## src/rtl/core/lph_pkg.sv

```systemverilog
`timescale 1ns / 1ps
// ----------------------------------------------------------------------------
// lph_pkg
// Shared widths, codes and control types for the linear probe hash table.
// ----------------------------------------------------------------------------
package lph_pkg;

  localparam int KEY_W       = 16;
  localparam int SLOT_W      = 4;
  localparam int STATUS_W    = 2;
  localparam int IN_TDATA_W  = 16;
  localparam int OUT_TDATA_W = 8;

  localparam logic OP_INSERT = 1'b0;
  localparam logic OP_SEARCH = 1'b1;

  localparam logic [STATUS_W-1:0] ST_INSERTED  = 2'd0;
  localparam logic [STATUS_W-1:0] ST_FOUND     = 2'd1;
  localparam logic [STATUS_W-1:0] ST_NOT_FOUND = 2'd2;
  localparam logic [STATUS_W-1:0] ST_FULL      = 2'd3;

  typedef struct packed {
    logic clr;
    logic load;
    logic mul;
    logic mod;
    logic probe;
  } cmd_t;

  typedef struct packed {
    logic clr_last;
    logic out_free;
    logic done;
  } stat_t;

endpackage

```

## src/rtl/core/linear_probe_hash_table.sv

```systemverilog
`timescale 1ns / 1ps
// ----------------------------------------------------------------------------
// linear_probe_hash_table
// Open-addressing hash table with linear probing: insert and search requests.
// ----------------------------------------------------------------------------
// channel   dir  tdata              tuser
// s_axis    in   key[15:0]          op[0]
// m_axis    out  slot_index[3:0]    status[1:0]
//
// A request is taken, reduced to its home slot and then probes P slots, P the
// number of slots probed (1..TABLE_SIZE), the slot memory read once per cycle.
// After reset a clearing pass over all TABLE_SIZE slots runs before the first
// request is taken.
// One request is in flight at a time; a held result stalls the next request
// only at its reduction step.
// ----------------------------------------------------------------------------
module linear_probe_hash_table #(
  parameter int TABLE_SIZE = 16,
  parameter int KEY_BITS   = 16
) (
  input  logic                             clk,
  input  logic                             rst,
  input  logic                             s_axis_tvalid,
  output logic                             s_axis_tready,
  input  logic [lph_pkg::IN_TDATA_W-1:0]   s_axis_tdata,   // key
  input  logic                             s_axis_tuser,   // op
  output logic                             m_axis_tvalid,
  input  logic                             m_axis_tready,
  output logic [lph_pkg::OUT_TDATA_W-1:0]  m_axis_tdata,   // slot_index, zero pad
  output logic [lph_pkg::STATUS_W-1:0]     m_axis_tuser    // status
);

  lph_pkg::cmd_t  cmd;
  lph_pkg::stat_t stat;

  lph_ctrl u_ctrl (
    .clk     (clk),
    .rst     (rst),
    .s_valid (s_axis_tvalid),
    .s_ready (s_axis_tready),
    .stat    (stat),
    .cmd     (cmd)
  );

  lph_dp #(
    .TABLE_SIZE (TABLE_SIZE),
    .KEY_BITS   (KEY_BITS)
  ) u_dp (
    .clk      (clk),
    .rst      (rst),
    .cmd      (cmd),
    .stat     (stat),
    .s_tdata  (s_axis_tdata),
    .s_tuser  (s_axis_tuser),
    .m_tvalid (m_axis_tvalid),
    .m_tready (m_axis_tready),
    .m_tdata  (m_axis_tdata),
    .m_tuser  (m_axis_tuser)
  );

endmodule

```

## src/rtl/core/lph_ctrl.sv

```systemverilog
`timescale 1ns / 1ps
// ----------------------------------------------------------------------------
// lph_ctrl
// Sequencer: clearing pass, request intake, home slot reduction, probing.
// ----------------------------------------------------------------------------
module lph_ctrl (
  input  logic          clk,
  input  logic          rst,
  input  logic          s_valid,
  output logic          s_ready,
  input  lph_pkg::stat_t stat,
  output lph_pkg::cmd_t  cmd
);

  localparam logic [2:0] S_CLR   = 3'd0;
  localparam logic [2:0] S_IDLE  = 3'd1;
  localparam logic [2:0] S_MUL   = 3'd2;
  localparam logic [2:0] S_MOD   = 3'd3;
  localparam logic [2:0] S_PROBE = 3'd4;

  logic [2:0] state;
  logic [2:0] state_next;

  always_ff @(posedge clk) begin
    if (rst) begin
      state <= S_CLR;
    end else begin
      state <= state_next;
    end
  end

  always_comb begin
    state_next = state;
    unique case (state)
      S_CLR: begin
        if (stat.clr_last) state_next = S_IDLE;
      end
      S_IDLE: begin
        if (s_valid) state_next = S_MUL;
      end
      S_MUL: begin
        state_next = S_MOD;
      end
      S_MOD: begin
        if (stat.out_free) state_next = S_PROBE;
      end
      S_PROBE: begin
        if (stat.done) state_next = S_IDLE;
      end
      default: begin
        state_next = S_CLR;
      end
    endcase
  end

  assign s_ready   = (state == S_IDLE);
  assign cmd.clr   = (state == S_CLR);
  assign cmd.load  = (state == S_IDLE) && s_valid;
  assign cmd.mul   = (state == S_MUL);
  assign cmd.mod   = (state == S_MOD) && stat.out_free;
  assign cmd.probe = (state == S_PROBE);

  a_load_then_mul: assert property (@(posedge clk) disable iff (rst)
    cmd.load |=> state == S_MUL)
    else $error("accepted request did not move on to reduction");

  a_state_legal: assert property (@(posedge clk) disable iff (rst)
    state <= S_PROBE)
    else $error("sequencer in an unused state");

  a_mod_then_probe: assert property (@(posedge clk) disable iff (rst)
    cmd.mod |=> state == S_PROBE)
    else $error("reduction did not move on to probing");

endmodule

```

## src/rtl/core/lph_dp.sv

```systemverilog
`timescale 1ns / 1ps
// ----------------------------------------------------------------------------
// lph_dp
// Datapath: key store, used marks, home slot reduction, probe and result.
// ----------------------------------------------------------------------------
module lph_dp #(
  parameter int TABLE_SIZE = 16,
  parameter int KEY_BITS   = 16
) (
  input  logic                             clk,
  input  logic                             rst,
  input  lph_pkg::cmd_t                    cmd,
  output lph_pkg::stat_t                   stat,
  input  logic [lph_pkg::IN_TDATA_W-1:0]   s_tdata,
  input  logic                             s_tuser,
  output logic                             m_tvalid,
  input  logic                             m_tready,
  output logic [lph_pkg::OUT_TDATA_W-1:0]  m_tdata,
  output logic [lph_pkg::STATUS_W-1:0]     m_tuser
);

  localparam int KW = (KEY_BITS < lph_pkg::KEY_W) ? KEY_BITS : lph_pkg::KEY_W;
  localparam int AW = $clog2(TABLE_SIZE);
  localparam int SH = KW + AW + 1;
  localparam int PW = KW + SH;
  localparam int DW = (KW > AW + 1) ? KW : AW + 1;
  localparam logic [SH-1:0] RECIP = SH'((64'd1 << SH) / TABLE_SIZE);
  localparam logic [DW-1:0] T_D   = DW'(TABLE_SIZE);
  localparam logic [AW-1:0] T_LAST = AW'(TABLE_SIZE - 1);

  logic [KW-1:0] key_mem [TABLE_SIZE];
  logic          used_mem [TABLE_SIZE];

  logic          op_r;
  logic [KW-1:0] key_r;
  logic [KW-1:0] q_r;
  logic [PW-1:0] prod;
  logic [DW-1:0] qt;
  logic [DW-1:0] diff;
  logic [DW-1:0] home;
  logic [AW-1:0] addr;
  logic [AW-1:0] addr_inc;
  logic [AW-1:0] chk_addr;
  logic [AW-1:0] cnt;
  logic [AW-1:0] clr_addr;
  logic          data_vld;
  logic          used_q;
  logic [KW-1:0] key_q;
  logic          last;
  logic          done;
  logic          ins_wr;
  logic [lph_pkg::STATUS_W-1:0] res_status;
  logic [lph_pkg::SLOT_W-1:0]   res_slot;

  function automatic logic [AW-1:0] addr_clr_next(input logic [AW-1:0] a);
    addr_clr_next = (a == T_LAST) ? '0 : a + 1'b1;
  endfunction

  // quotient estimate by reciprocal, low by at most one
  assign prod = PW'(key_r) * PW'(RECIP);
  assign qt   = DW'(q_r) * T_D;
  assign diff = DW'(key_r) - qt;
  assign home = (diff >= T_D) ? diff - T_D : diff;

  assign addr_inc = (addr == T_LAST) ? '0 : addr + 1'b1;
  assign last     = (cnt == T_LAST);

  always_comb begin
    done       = 1'b0;
    ins_wr     = 1'b0;
    res_status = lph_pkg::ST_NOT_FOUND;
    res_slot   = '0;
    if (cmd.probe && data_vld) begin
      if (op_r == lph_pkg::OP_INSERT) begin
        priority if (!used_q) begin
          done       = 1'b1;
          ins_wr     = 1'b1;
          res_status = lph_pkg::ST_INSERTED;
          res_slot   = lph_pkg::SLOT_W'(chk_addr);
        end else if (last) begin
          done       = 1'b1;
          res_status = lph_pkg::ST_FULL;
        end else begin
          done       = 1'b0;
        end
      end else begin
        priority if (!used_q) begin
          done       = 1'b1;
          res_status = lph_pkg::ST_NOT_FOUND;
        end else if (key_q == key_r) begin
          done       = 1'b1;
          res_status = lph_pkg::ST_FOUND;
          res_slot   = lph_pkg::SLOT_W'(chk_addr);
        end else if (last) begin
          done       = 1'b1;
          res_status = lph_pkg::ST_NOT_FOUND;
        end else begin
          done       = 1'b0;
        end
      end
    end
  end

  assign stat.done     = done;
  assign stat.out_free = !m_tvalid || m_tready;
  assign stat.clr_last = (clr_addr == T_LAST);

  // request and reduction registers
  always_ff @(posedge clk) begin
    if (cmd.load) begin
      op_r  <= s_tuser;
      key_r <= s_tdata[KW-1:0];
    end
    if (cmd.mul) begin
      q_r <= prod[PW-1:SH];
    end
  end

  // probe sequencing: read one slot a cycle, check the one read before
  always_ff @(posedge clk) begin
    if (rst) begin
      data_vld <= 1'b0;
      clr_addr <= '0;
    end else begin
      if (cmd.clr) begin
        clr_addr <= addr_clr_next(clr_addr);
      end
      if (cmd.mod) begin
        data_vld <= 1'b0;
      end else if (cmd.probe) begin
        data_vld <= 1'b1;
      end
    end
  end

  always_ff @(posedge clk) begin
    if (cmd.mod) begin
      addr <= AW'(home);
      cnt  <= '0;
    end else if (cmd.probe) begin
      addr     <= addr_inc;
      chk_addr <= addr;
      if (data_vld) cnt <= cnt + 1'b1;
    end
  end

  // slot memories
  always_ff @(posedge clk) begin
    if (cmd.clr) begin
      used_mem[clr_addr] <= 1'b0;
    end else if (ins_wr) begin
      used_mem[chk_addr] <= 1'b1;
    end
    if (ins_wr) begin
      key_mem[chk_addr] <= key_r;
    end
    if (cmd.probe) begin
      used_q <= used_mem[addr];
      key_q  <= key_mem[addr];
    end
  end

  // result register
  always_ff @(posedge clk) begin
    if (rst) begin
      m_tvalid <= 1'b0;
    end else if (done) begin
      m_tvalid <= 1'b1;
    end else if (m_tready) begin
      m_tvalid <= 1'b0;
    end
  end

  always_ff @(posedge clk) begin
    if (done) begin
      m_tdata <= lph_pkg::OUT_TDATA_W'(res_slot);
      m_tuser <= res_status;
    end
  end

  a_out_free_at_done: assert property (@(posedge clk) disable iff (rst)
    done |-> (!m_tvalid || m_tready))
    else $error("result ready while output register still held");

  a_addr_in_range: assert property (@(posedge clk) disable iff (rst)
    cmd.probe |-> ((AW+1)'(addr) < (AW+1)'(TABLE_SIZE)))
    else $error("probe address beyond table");

  a_full_after_sweep: assert property (@(posedge clk) disable iff (rst)
    (done && op_r == lph_pkg::OP_INSERT && used_q) |-> last)
    else $error("table full reported before every slot was probed");

endmodule
```

## config.mk

```make
export PLATFORM = sky130hd
export DESIGN_NAME = linear_probe_hash_table
export DESIGN_NICKNAME = d
export VERILOG_FILES = /design/src/rtl/core/lph_pkg.sv /design/src/rtl/core/linear_probe_hash_table.sv /design/src/rtl/core/lph_ctrl.sv /design/src/rtl/core/lph_dp.sv
export SDC_FILE = /design/constraint.sdc
export NUM_CORES = 1
export LEC_CHECK = 0
export ABC_AREA = 1
export BUFFER_PORTS_ARGS = -buffer_cell sky130_fd_sc_hd__buf_2
export CORE_ASPECT_RATIO = 1.2
export CORE_MARGIN = 4
export CORE_UTILIZATION = 45
export DETAILED_ROUTE_END_ITERATION = 10
export MAX_ROUTING_LAYER = met4
export PLACE_DENSITY = 0.7
export SLEW_MARGIN = 20
export SYNTH_ARGS = -nofsm -noshare
export SYNTH_HDL_FRONTEND = slang
export SYNTH_SLANG_ARGS = --single-unit
export TNS_END_PERCENT = 100
```

## constraint.sdc

```tcl
create_clock -name clk -period 3.9 [get_ports clk]
set_clock_uncertainty 0.2 [all_clocks]
set_input_delay 0.39 -clock clk [delete_from_list [all_inputs] [get_ports clk]]
set_output_delay 0.39 -clock clk [all_outputs]
set_load 0.005 [all_outputs]
```

==> key figures, run 1 <==
CTS
  • Skew-Pair Late Insertion Delay: 560 ps
  • Clock sinks: 333
  • Number of levels in the clock H-tree: 1
  • Cell at the root of the clock tree: sky130_fd_sc_hd__clkbuf_16
  • Post-CTS clock slew at the launch and capture registers of the worst setup and hold paths: 60 ps
  • Maximum buffer depth of the clock tree: 3
  • CTS tree: yes
  • Clock buffers created by TritonCTS: 30
  • Buffers inserted during post-CTS setup optimization: 0

Detailed routing
  • Total number of vias: 8,079
  • Wire length per cell: 20.1 um
  • DRC: 0
  • 1st-iter DRT viols: 761
  • Final WL: 30,000 um
  • Antenna viol nets, final: 0
  • Via density: 5.41
  • 1st-pass router iterations: 5

Outcome
  • Result of the run: finished clean

Synthesis
  • Part of the Yosys area used for sequential elements: 72.5%
  • Synthesized netlist cell count: 1,028
  • Distinct cells, synth: 38
  • Main combinational cell family by area after synthesis: compound AO/OA/AOI/OAI gates
  • Fraction of the mapped netlist area in adder cells: 0.276%
  • Synthesized area divided by synthesized cell count: 13.2 sq um
  • Cell area after synthesis: 13,600 sq um
  • Multiplexer fraction of the synthesized cell area: 5.00%
  • Count of state elements after synthesis: 333
  • XOR/XNOR share of the synthesized area: 0.322%
  • Synthesized-area fraction occupied by and/or/nand/nor cells: 5.97%
  • Synth Flop Type: sky130_fd_sc_hd__edfxtp_1
  • Synth Area in Compound Gates: 10.7%
  • Post-synth EDFFs: 320
  • Syn. warnings: 0
  • Async set-reset flop share out of synthesis: 0%

Timing
  • Final worst-path cycle share: 66.0%
  • Setup tns final: 0 ps
  • Peak Freq: 388 MHz
  • Final setup violating endpoints: 0
  • Clock period minus final worst setup slack: 2580 ps
  • Slew of the pin with the lowest slew margin: 925 ps
  • Max-slew violation total from the final report: 0
  • Tightest slew margin relative to the limit: 37.9%
  • Setup repair after global routing missed its margin: no
  • Number of endpoints with negative hold slack in the final report: 0
  • Smallest setup slack after layout: 1320 ps

Layout
  • Footprint of the flip-flops and latches: 9870 sq um
  • Fraction of final layout cells with drive strength greater than 1: 11.4%
  • Diodes inserted: 0
  • Filler Cell Count: 2,500
  • Final-stage net count: 1,106
  • Most common cell after layout, fill and taps aside: sky130_fd_sc_hd__edfxtp_1
  • Fin area: 15,300 sq um
  • Top library cells by usage in the layout, fill and taps aside: sky130_fd_sc_hd__edfxtp_1 (320), sky130_fd_sc_hd__inv_1 (116), sky130_fd_sc_hd__o21ai_0 (96)
  • Post-Layout Cell Count: 1,492
  • Layout overhead on the synthesized area: 12.7%
  • Area of the multi-input gates: 3090 sq um

Placement
  • Total placed cells including tap cells: 1,421
  • Placed cell areas: 14,300 sq um
  • Global placement routability congestion: 0.820
  • Placement-stage worst setup slack: 1360 ps
  • Port bufs: 28
  • Detailed placement HPWL: 17,000 um

Power and ir drop
  • Switching share of power: 23.8%
  • P_leak: 5.53 nW
  • Worst-case vdd ir drop: 0.000531 V
  • Total power: 7.55 mW
  • Cell Pwr Density: 492 nW/um^2
  • Internal cell power: 5.76 mW
  • Switch Pwr: 1.80 mW
  • Share of power burned in combinational logic: 9.2%
  • Share of total power in the clock network: 35.4%
  • Power share of the sequential group: 55.3%

Hold path
  • Hold worst-path end: u_dp.key_r[14]$_DFFE_PP_
  • Hold Crit Depth: 3
  • Hold Path Origin: s_axis_tvalid
  • Path class of the lowest-slack min-delay path: input port to register

Floorplan
  • Overall die width: 167 um
  • Initial core utilization: 45.8%
  • Die span in y: 198 um
  • IO Pins: 33
  • Std-Cell Core Area: 29,700 sq um
  • Die area: 33,100 sq um
  • Number of standard-cell rows in the floorplan: 69

Worst setup path
  • Critical path arrival: 2620 ps
  • Slowest cell delay on critical path: 690 ps
  • Setup crit end kind: register
  • Library cell appearing most often on the critical path: sky130_fd_sc_hd__nand2_1
  • Critical path data required time: 3940 ps
  • Critical path cell sequence: inv_1 -> nand2_1 -> nand2_1 -> nor2_1 -> nand2_1 -> nor2_1 -> nand3_1 -> nand2_1 -> nand2_1 -> inv_1
  • Top Family by Delay on Critical Path: simple AND/OR/NAND/NOR gates
  • Highest net fanout along the worst path: 17
  • Reg-to-reg endpoint: u_dp.m_tdata[3]$_SDFFCE_PN0P_
  • Setup crit start kind: register
  • Crit path buf inv count: 2
  • Worst R2R Start: u_dp.key_r[3]$_DFFE_PP_
  • Worst Path Class, Setup: register to register
  • Register-to-register setup slack: 1320 ps
  • Worst reg2reg path depth: 10
  • Worst-path cell with the longest stage delay: sky130_fd_sc_hd__edfxtp_1

Flow run
  • Max-cap violation count: 0

Global route
  • Number of global-route vias before repair: 7,930
  • First-pass GRT wire length: 45,800 um
  • GR Util All Layers: 18.5%
  • Total gr overflow: 0
  • Pin count of the biggest net entering global routing: 135
  • Initial antenna violation count: 0
[worst reg2reg max path, cell delays in order, from the launching register on]
cell	delay, ps
sky130_fd_sc_hd__edfxtp_1	690
sky130_fd_sc_hd__inv_1	140
sky130_fd_sc_hd__nand2_1	150
sky130_fd_sc_hd__nand2_1	70
sky130_fd_sc_hd__nor2_1	100
sky130_fd_sc_hd__nand2_1	60
sky130_fd_sc_hd__nor2_1	270
sky130_fd_sc_hd__nand3_1	190
sky130_fd_sc_hd__nand2_1	90
sky130_fd_sc_hd__nand2_1	100
sky130_fd_sc_hd__inv_1	210
[cells in the mapped netlist, types with 4 or more instances]
cell                       number  share of area (%)
sky130_fd_sc_hd__buf_1          5               0.14
sky130_fd_sc_hd__clkbuf_1      33               0.91
sky130_fd_sc_hd__a21oi_1       77                2.8
sky130_fd_sc_hd__buf_2         12               0.44
sky130_fd_sc_hd__mux2i_1       68                5.0
sky130_fd_sc_hd__buf_4          4               0.22
sky130_fd_sc_hd__o21ai_0       96                3.5
sky130_fd_sc_hd__o211ai_1      68                3.8
sky130_fd_sc_hd__nand2_1       83                2.3
sky130_fd_sc_hd__nor2_1        58                1.6
sky130_fd_sc_hd__nand3_1       29                1.1
sky130_fd_sc_hd__inv_1        117                3.2
sky130_fd_sc_hd__edfxtp_1     320                 71
sky130_fd_sc_hd__dfxtp_1       13                1.9
[cell families after synthesis]
family	Yosys count
AND/OR/NAND/NOR	189
XOR/XNOR	5
flip-flops	333
multiplexers	68
AO/OA/AOI/OAI	252
buffers and inverters	177
adder cells (fa/ha/maj)	3
other	1
[routing by layer]
metal / share of wire [%] / up-vias / track usage [%]
met5: 0 / - / -
met4: 2.4 / 0 / 5.43
met3: 5.7 / 56 / 2.03
met2: 51 / 268 / 32.5
met1: 40 / 3936 / 22.9
li1: - / 3819 / -
[worst max path at each step]
| stage | startpoint | to | slack (ps) | depth (start not counted) |
|---|---|---|---|---|
| final | u_dp.key_r[3]$_DFFE_PP_ | u_dp.m_tdata[3]$_SDFFCE_PN0P_ | 1320 | 10 |
| after global routing | u_dp.key_r[3]$_DFFE_PP_ | u_ctrl.state[0]$_SDFFE_PP0P_ | 1110 | 13 |
| after CTS | u_ctrl.state[2]$_SDFFE_PP0P_ | u_dp.key_mem[14][9]$_DFFE_PP_ | 1350 | 7 |
| after detailed placement | u_ctrl.state[2]$_SDFFE_PP0P_ | u_dp.key_mem[14][9]$_DFFE_PP_ | 1360 | 7 |
| after global placement | u_ctrl.state[1]$_SDFFE_PP0P_ | u_dp.key_mem[13][10]$_DFFE_PP_ | 1390 | 8 |
| after floorplan | u_ctrl.state[2]$_SDFFE_PP0P_ | u_dp.key_mem[0][0]$_DFFE_PP_ | 1070 | 7 |
[metrics by stage]
stage | utilization (%) | hold WS (ps)
global route | 51.6 | 105
detailed placement | 48.0 | 254
finish | 51.6 | 101
CTS | 51.6 | 75.0
global placement | 48.0 | 246
floorplan | - | 222
[area by class of cell]
| class | count | area share [%] |
|---|---|---|
| flip-flops and latches | 333 | 64.4 |
| multi-input cells | 521 | 20.2 |
| clock buffers | 37 | 5.07 |
| repair buffers | 74 | 3.56 |
| well taps | 390 | 3.18 |
| inverters | 122 | 2.99 |
| clock inverters | 15 | 0.685 |
[repair_timing]
item,in CTS,in global routing
hold buffers,19,0
resized for setup,0,0
hold endpoints to repair,21,0
[registers in the layout, summed over array words and instances (netlist names)]
signal / cells
u_dp.chk_addr: 4
u_dp.m_tvalid: 1
u_dp.used_mem: 16
u_ctrl.state: 3
u_dp.key_mem: 256
u_dp.m_tdata: 4
u_dp.used_q: 1
u_dp.key_q: 16
u_dp.addr: 4
u_dp.cnt: 4
u_dp.clr_addr: 4
u_dp.data_vld: 1
u_dp.key_r: 16
u_dp.op_r: 1
u_dp.m_tuser: 2
[power groups by stage]
stage	Sequential [mW]	Combinational [mW]	Clock, mW
final	4.18	0.697	2.68
after global routing	4.19	0.784	2.88
after CTS	4.18	0.700	2.71
after detailed placement	4.25	0.683	0
after global placement	4.25	0.667	0
after floorplan	4.20	0.507	0
Power figures use the tool's default switching activity.
==> inputs of run 2 (changes only) <==
--- a/config.mk
+++ b/config.mk
@@ -12,7 +12,7 @@
 export CORE_UTILIZATION = 45
 export DETAILED_ROUTE_END_ITERATION = 10
 export MAX_ROUTING_LAYER = met4
-export PLACE_DENSITY = 0.7
+export PLACE_DENSITY = 0.72
 export SLEW_MARGIN = 20
 export SYNTH_ARGS = -nofsm -noshare
 export SYNTH_HDL_FRONTEND = slang
==> constraint.sdc (replaced) <==
create_clock -name clk -period 2.2 [get_ports clk]
set_clock_uncertainty 0.2 [all_clocks]
set_input_delay 0.22 -clock clk [delete_from_list [all_inputs] [get_ports clk]]
set_output_delay 0.22 -clock clk [all_outputs]
set_load 0.005 [all_outputs]
==> run 2 against run 1 <==
  * Clock-buffer cell count down 4
  * Via count rose by 2.5%
  * Critical path type unchanged
  * Worst setup slack lost 1200 ps
  * Hold slack gained 69 ps
  * Combinational power increased by 130%
  * Highest routed layer unchanged
  * Critical endpoint is now u_dp.key_mem[4][13]$_DFFE_PP_
  * Global-route usage increased by 0.36 points
  * First-iteration DRC count down 11%
  * Design area grew 5.9%
  * Die area stayed put
  * Register-to-register slack lost 1200 ps
  * Clock power is 93% higher
==> key figures, run 2 (same netlist as run 1, synthesis figures left out) <==
Timing
  • Peak Freq: 472 MHz (+22%)
  • Final worst-path cycle share: 96.3% (+30 points)
  • Number of endpoints with negative hold slack in the final report: 0 (unchanged)
  • Max-slew violation total from the final report: 0 (unchanged)
  • Setup repair after global routing missed its margin: yes
  • Worst hold slack after final layout: 169 ps (+68.8 ps)
  • Tightest slew margin relative to the limit: 66.3% (+28 points)
  • Slew of the pin with the lowest slew margin: 502 ps (-423 ps)
  • Clock period minus final worst setup slack: 2120 ps (-457 ps)
  • Final setup violating endpoints: 0 (unchanged)

Worst setup path
  • Highest net fanout along the worst path: 12 (-5)
  • Slowest cell delay on critical path: 340 ps (-350 ps)
  • Reg-to-reg endpoint: u_dp.key_mem[4][13]$_DFFE_PP_
  • Critical path arrival: 2180 ps (-440 ps)
  • Register-to-register setup slack: 80 ps (-1240 ps)
  • Setup crit start kind: register
  • Worst R2R Start: u_ctrl.state[0]$_SDFFE_PP0P_
  • Worst reg2reg path depth: 10 (unchanged)
  • Setup crit end kind: register
  • Critical path cell sequence: nor2_2 -> inv_2 -> nor2_4 -> nand2_4 -> nor3_4 -> buf_12 -> buf_4 -> nand3_4 -> nor2_4 -> buf_12
  • Critical path data required time: 2260 ps (-1680 ps)
  • Worst-path cell with the longest stage delay: sky130_fd_sc_hd__dfxtp_2
  • Worst Path Class, Setup: register to register

Detailed routing
  • DRC: 0 (unchanged)
  • Total number of vias: 8,277 (+2.5%)
  • 1st-pass router iterations: 5 (unchanged)
  • Antenna viol nets, final: 0 (unchanged)
  • 1st-iter DRT viols: 674 (-11%)
  • Final WL: 30,900 um (+2.8%)
  • Via density: 5.35 (-1.2%)
  • Wire length per cell: 19.9 um (-0.88%)

CTS
  • Clock sinks: 333 (unchanged)
  • Post-CTS clock slew at the launch and capture registers of the worst setup and hold paths: 70 ps (about the same)
  • Maximum buffer depth of the clock tree: 3 (unchanged)
  • Cell at the root of the clock tree: sky130_fd_sc_hd__clkbuf_16
  • Skew-Pair Late Insertion Delay: 560 ps (about the same)
  • CTS tree: yes
  • Clock buffers created by TritonCTS: 28 (-6.7%)
  • Number of levels in the clock H-tree: 1 (unchanged)

Power and ir drop
  • Worst-case vdd ir drop: 0.000868 V (+63%)
  • Share of total power in the clock network: 36.8% (+1.4 points)
  • Total power: 14.1 mW (+86%)
  • Share of power burned in combinational logic: 11.4% (+2.2 points)
  • Power share of the sequential group: 51.8% (-3.5 points)
  • Switch Pwr: 3.38 mW (+88%)
  • Cell Pwr Density: 866 nW/um^2 (+76%)
  • Internal cell power: 10.7 mW (+86%)
  • Switching share of power: 24.0% (+0.23 points)
  • P_leak: 5.93 nW (+7.2%)

Floorplan
  • Number of standard-cell rows in the floorplan: 69 (unchanged)
  • Die span in y: 198 um (unchanged)
  • Initial core utilization: 45.8% (unchanged)
  • IO Pins: 33 (unchanged)
  • Overall die width: 167 um (unchanged)
  • Std-Cell Core Area: 29,700 sq um (unchanged)
  • Die area: 33,100 sq um (unchanged)

Global route
  • GR Util All Layers: 18.8% (+0.36 points)
  • Total gr overflow: 0 (unchanged)
  • First-pass GRT wire length: 47,000 um (+2.7%)
  • Pin count of the biggest net entering global routing: 81 (-40%)
  • Number of global-route vias before repair: 8,257 (+4.1%)
  • Initial antenna violation count: 0 (unchanged)

Layout
  • Largest reg by FF count: u_dp.key_mem
  • Top library cells by usage in the layout, fill and taps aside: sky130_fd_sc_hd__edfxtp_1 (320), sky130_fd_sc_hd__inv_1 (114), sky130_fd_sc_hd__o21ai_0 (96)
  • Fin area: 16,200 sq um (+5.9%)
  • Fraction of final layout cells with drive strength greater than 1: 18.0% (+6.5 points)
  • Largest register FFs: 256 (unchanged)
  • Layout overhead on the synthesized area: 19.4%
  • Diodes inserted: 0 (unchanged)
  • Filler Cell Count: 2,408 (-3.7%)
  • Most common cell after layout, fill and taps aside: sky130_fd_sc_hd__edfxtp_1
  • Final-stage net count: 1,159 (+4.8%)

Hold path
  • Hold Path Origin: s_axis_tdata[12]
  • Hold Crit Depth: 2 (-1)
  • Hold worst-path end: u_dp.key_r[12]$_DFFE_PP_
  • Path class of the lowest-slack min-delay path: input port to register

Outcome
  • Result of the run: finished clean

Placement
  • Global placement routability congestion: 0.837 (+2.1%)
  • Port bufs: 28 (unchanged)
  • Placed cell areas: 15,000 sq um (+5.1%)
  • Detailed placement HPWL: 19,200 um (+13%)

Flow run
  • Max-cap violation count: 0 (unchanged)
==> run 2: changes by cell type in the layout (fill, tap and decap cells not counted), sizes merged <==
cell / before / now
clkinv: 15 / 14
dlygate4sd3: 19 / 20
clkbuf: 37 / 33
bufinv: 1 / 5
buf: 55 / 109
inv: 120 / 121
==> run 2: worst max-delay path by stage <==
stage                                 start                       endpoint  slack, ps  cells after the start
3_5_place_dp   u_ctrl.state[0]$_SDFFE_PP0P_  u_dp.key_mem[6][13]$_DFFE_PP_        -70                      8
4_1_cts        u_ctrl.state[0]$_SDFFE_PP0P_     u_dp.used_mem[3]$_DFFE_PP_          2                     11
5_1_grt        u_ctrl.state[0]$_SDFFE_PP0P_    u_dp.used_mem[15]$_DFFE_PP_        -20                     11
6_report       u_ctrl.state[0]$_SDFFE_PP0P_  u_dp.key_mem[4][13]$_DFFE_PP_         80                     10
3_3_place_gp   u_ctrl.state[0]$_SDFFE_PP0P_  u_dp.key_mem[2][13]$_DFFE_PP_        -60                      8
2_1_floorplan  u_ctrl.state[0]$_SDFFE_PP0P_  u_dp.key_mem[10][0]$_DFFE_PP_       -430                      8
==> run 2: stage by stage <==
stage / instances / utilization [%] / TNS (ps) / worst slack, ps
global route: 1547 / 54.7 / -55.8 / -21.5
finish: 1547 / 54.7 / 0 / 81.3
detailed placement: 1473 / 50.5 / -7990 / -69.0
global placement: 1473 / 50.5 / -7940 / -63.7
floorplan: 1031 / - / -93310 / -428
CTS: 1546 / 54.4 / 0 / 2.14
==> run 2: metal layers <==
metal,wire [um],vias up,GRT usage (%)
li1,-,3932,-
met1,12200,4029,22.6
met2,16300,268,33.8
met3,1520,48,2.01
met4,788,0,5.82
met5,0,-,-
==> run 2: power by group through the flow <==
| stage | Clock, mW | Sequential [mW] | Combinational [mW] |
|---|---|---|---|
| after floorplan | 0 | 7.46 | 0.919 |
| after global placement | 0 | 7.42 | 1.50 |
| after detailed placement | 0 | 7.42 | 1.53 |
| after CTS | 5.24 | 7.29 | 1.57 |
| after global routing | 5.52 | 7.30 | 1.76 |
| final | 5.18 | 7.29 | 1.60 |
==> run 2: what timing repair did <==
| item | 4_1_cts | 5_1_grt |
|---|---|---|
| pin swaps | 1 | 5 |
| endpoints found under the setup margin | 208 | 213 |
| hold buffers | 20 | 0 |
| setup buffers | 1 | 1 |
| resized for setup | 0 | 21 |
| cloned | 0 | 0 |
| endpoints found under the hold margin | 30 | 0 |
==> run 2: layout make-up <==
cell class	instances	area (sq um)	area share [%]
clock buffer	33	719	4.43
tap	390	488	3.00
inverter	122	458	2.82
clock inverter	19	243	1.49
sequential	333	9870	60.8
timing repair buffer	129	1250	7.71
multi-input combinational	521	3210	19.8
==> run 2: critical path: cells and delay by family (launching register included) <==
family / cells / cell delay, ps
buf+inv: 4 / 540
flops: 1 / 340
simple gates: 6 / 730
==> inputs of run 3 (changes only) <==
--- a/config.mk
+++ b/config.mk
@@ -9,10 +9,10 @@
 export BUFFER_PORTS_ARGS = -buffer_cell sky130_fd_sc_hd__buf_2
 export CORE_ASPECT_RATIO = 1.2
 export CORE_MARGIN = 4
-export CORE_UTILIZATION = 45
+export CORE_UTILIZATION = 56
 export DETAILED_ROUTE_END_ITERATION = 10
 export MAX_ROUTING_LAYER = met4
-export PLACE_DENSITY = 0.72
+export PLACE_DENSITY = 0.84
 export SLEW_MARGIN = 20
 export SYNTH_ARGS = -nofsm -noshare
 export SYNTH_HDL_FRONTEND = slang
==> run 3 against run 2 <==
  * Sequential power hardly changed
  * Sequential share of layout area is 0.68 points higher
  * Global-route usage is 6.5 points higher
  * Power is 2.9% lower
  * First-iteration DRC count is 45% higher
  * Hold slack worse by 3.7 ps
  * Cell count is 4.6% lower
  * Critical path depth is 3 higher
  * Clock power is 11% lower
  * Via count is 9.0% higher
  * Critical path type unchanged
  * Largest power group unchanged
==> key figures, run 3 (same netlist as run 1, synthesis figures left out) <==
Layout
  • Largest register FFs: 256 (unchanged)
  • Largest reg by FF count: u_dp.key_mem
  • Footprint of the flip-flops and latches: 9870 sq um (unchanged)
  • Area of the multi-input gates: 3220 sq um (+0.31%)
  • Layout overhead on the synthesized area: 18.1%
  • Top library cells by usage in the layout, fill and taps aside: sky130_fd_sc_hd__edfxtp_1 (320), sky130_fd_sc_hd__inv_1 (114), sky130_fd_sc_hd__o21ai_0 (96)
  • Fraction of final layout cells with drive strength greater than 1: 17.3% (-0.68 points)
  • Diodes inserted: 0 (unchanged)
  • Final-stage net count: 1,160 (+0.086%)
  • Filler Cell Count: 1,481 (-38%)
  • Post-Layout Cell Count: 1,476 (-4.6%)
  • Most common cell after layout, fill and taps aside: sky130_fd_sc_hd__edfxtp_1

Worst setup path
  • Reg-to-reg endpoint: u_ctrl.state[1]$_SDFFE_PP0P_
  • Worst-path cell with the longest stage delay: sky130_fd_sc_hd__edfxtp_1
  • Highest net fanout along the worst path: 5 (-7)
  • Endpoint of the worst setup timing path: u_ctrl.state[1]$_SDFFE_PP0P_
  • Register-to-register setup slack: 8 ps (-70 ps)
  • Critical path arrival: 2440 ps (+260 ps)
  • Setup crit end kind: register
  • Library cell appearing most often on the critical path: sky130_fd_sc_hd__nand2_1
  • Slowest cell delay on critical path: 410 ps (+70 ps)
  • Critical path cell sequence: inv_1 -> nand2_1 -> nand2_1 -> nor2_1 -> nand2_1 -> nor2_4 -> nand3_1 -> nand2_1 -> nand2_2 -> nand2_4 -> nand3_1 -> nand2_1 -> nor2_1
  • Critical path data required time: 2450 ps (+190 ps)
  • Worst R2R Start: u_dp.key_r[0]$_DFFE_PP_
  • Worst reg2reg path depth: 13 (+3)
  • Setup crit start kind: register
  • Worst Path Class, Setup: register to register
  • Launch point of the critical path: u_dp.key_r[0]$_DFFE_PP_

Placement
  • Port bufs: 28 (unchanged)
  • Global placement routability congestion: 0.864 (+3.2%)
  • Detailed placement HPWL: 19,500 um (+1.2%)
  • Placement-stage worst setup slack: -145 ps (-76.2 ps)
  • Total placed cells including tap cells: 1,392 (-5.5%)

Hold path
  • Hold Path Origin: s_axis_tdata[15]
  • Path class of the lowest-slack min-delay path: input port to register

Timing
  • Max-slew violation total from the final report: 0 (unchanged)
  • Clock period minus final worst setup slack: 2190 ps (+73.0 ps)
  • Final worst-path cycle share: 99.6% (+3.3 points)
  • Slew of the pin with the lowest slew margin: 535 ps (+33.4 ps)
  • Number of endpoints with negative hold slack in the final report: 0 (unchanged)
  • Peak Freq: 456 MHz (-3.3%)
  • Worst hold slack after final layout: 166 ps (-3.70 ps)
  • Smallest setup slack after layout: 8.33 ps (-73.0 ps)
  • Final setup violating endpoints: 0 (unchanged)
  • Tightest slew margin relative to the limit: 63.9% (-2.4 points)

Floorplan
  • Initial core utilization: 56.8% (+11 points)
  • IO Pins: 33 (unchanged)
  • Overall die width: 150 um (-9.9%)
  • Die area: 26,900 sq um (-19%)
  • Die span in y: 179 um (-9.9%)
  • Std-Cell Core Area: 24,000 sq um (-19%)
  • Number of standard-cell rows in the floorplan: 62 (-10%)

Global route
  • GR Util All Layers: 25.4% (+6.5 points)
  • Number of global-route vias before repair: 8,812 (+6.7%)
  • First-pass GRT wire length: 50,000 um (+6.4%)
  • Total gr overflow: 0 (unchanged)
  • Pin count of the biggest net entering global routing: 77 (-4.9%)
  • Initial antenna violation count: 0 (unchanged)

CTS
  • Clock sinks: 333 (unchanged)
  • Maximum buffer depth of the clock tree: 3 (unchanged)
  • CTS tree: yes
  • Post-CTS clock slew at the launch and capture registers of the worst setup and hold paths: 60 ps (about the same)
  • Skew-Pair Late Insertion Delay: 570 ps (about the same)
  • Cell at the root of the clock tree: sky130_fd_sc_hd__clkbuf_16
  • Number of levels in the clock H-tree: 1 (unchanged)
  • Clock buffers created by TritonCTS: 29 (+3.6%)

Detailed routing
  • DRC: 0 (unchanged)
  • Total number of vias: 9,019 (+9.0%)
  • 1st-pass router iterations: 5 (unchanged)
  • Wire length per cell: 22.9 um (+15%)
  • Via density: 6.11 (+14%)
  • Antenna viol nets, final: 0 (unchanged)
  • Final WL: 33,800 um (+9.6%)
  • 1st-iter DRT viols: 975 (+45%)

Power and ir drop
  • Worst-case vdd ir drop: 0.000981 V (+13%)
  • Total power: 13.7 mW (-2.9%)
  • P_leak: 5.89 nW (-0.83%)
  • Cell Pwr Density: 850 nW/um^2 (-1.8%)

Outcome
  • Result of the run: finished clean

Flow run
  • Max-cap violation count: 0 (unchanged)
run 3: changes by cell type in the layout (fill, tap and decap cells not counted), moves of 3 or more:
cell                        delta
sky130_fd_sc_hd__clkinv_1      +5
sky130_fd_sc_hd__clkinv_4      -3
sky130_fd_sc_hd__bufinv_16     -5
sky130_fd_sc_hd__buf_12        -3
sky130_fd_sc_hd__clkbuf_16     +3
run 3: worst min path at each step:
stage / endpoint / slack (ps) / depth (start not counted)
global placement: u_dp.key_r[12]$_DFFE_PP_ / 200 / 1
global route: u_dp.key_r[10]$_DFFE_PP_ / 170 / 2
CTS: u_dp.key_r[15]$_DFFE_PP_ / 150 / 2
detailed placement: u_dp.key_r[5]$_DFFE_PP_ / 200 / 1
finish: u_dp.key_r[15]$_DFFE_PP_ / 170 / 2
floorplan: u_ctrl.state[2]$_SDFFE_PP0P_ / 80 / 1
run 3: through the flow:
stage | TNS [ps] | instance area [sq um] | utilization [%]
finish | 0 | 16100 | 67.0
global route | -220 | 16100 | 67.0
CTS | -2470 | 15900 | 66.3
detailed placement | -20030 | 14800 | 61.8
global placement | -11730 | 14800 | 61.8
floorplan | -93310 | 13700 | -
run 3: what timing repair did:
item,in CTS,in global routing
hold buffers,20,0
setup endpoints to repair,210,281
resized for setup,9,17
pin swaps,6,6
hold endpoints to repair,27,0
setup buffers,3,8
gates cloned,0,2
run 3: worst max-delay path, delay by kind of cell (launching register included):
family / cells / cell delay (ps)
buffers and inverters: 1 / 130
DFF: 1 / 410
and+or+nand+nor: 12 / 1350
run 3: final cells by class:
type	count	area share, %
clock buffer	36	4.68
clock inverter	15	0.522
inverter	122	2.85
multi-input combinational	521	20.0
sequential	333	61.5
tap	320	2.49
timing repair buffer	129	7.95
run 3: layer usage:
metal	up-vias	GRT usage, %	routed length [um]
met1	4397	30.6	12200
met4	0	10.9	1380
met2	573	43.0	17400
met5	-	-	0
met3	109	3.72	2830
li1	3940	-	-
run 3: power breakdown:
group / switching, mW / internal (mW) / leakage [nW] / total (mW)
clock network: 2.18 / 2.43 / 0.404 / 4.61
registers: 0.112 / 7.18 / 2.99 / 7.29
logic: 1.14 / 0.617 / 2.49 / 1.76
total: 3.44 / 10.2 / 5.89 / 13.7
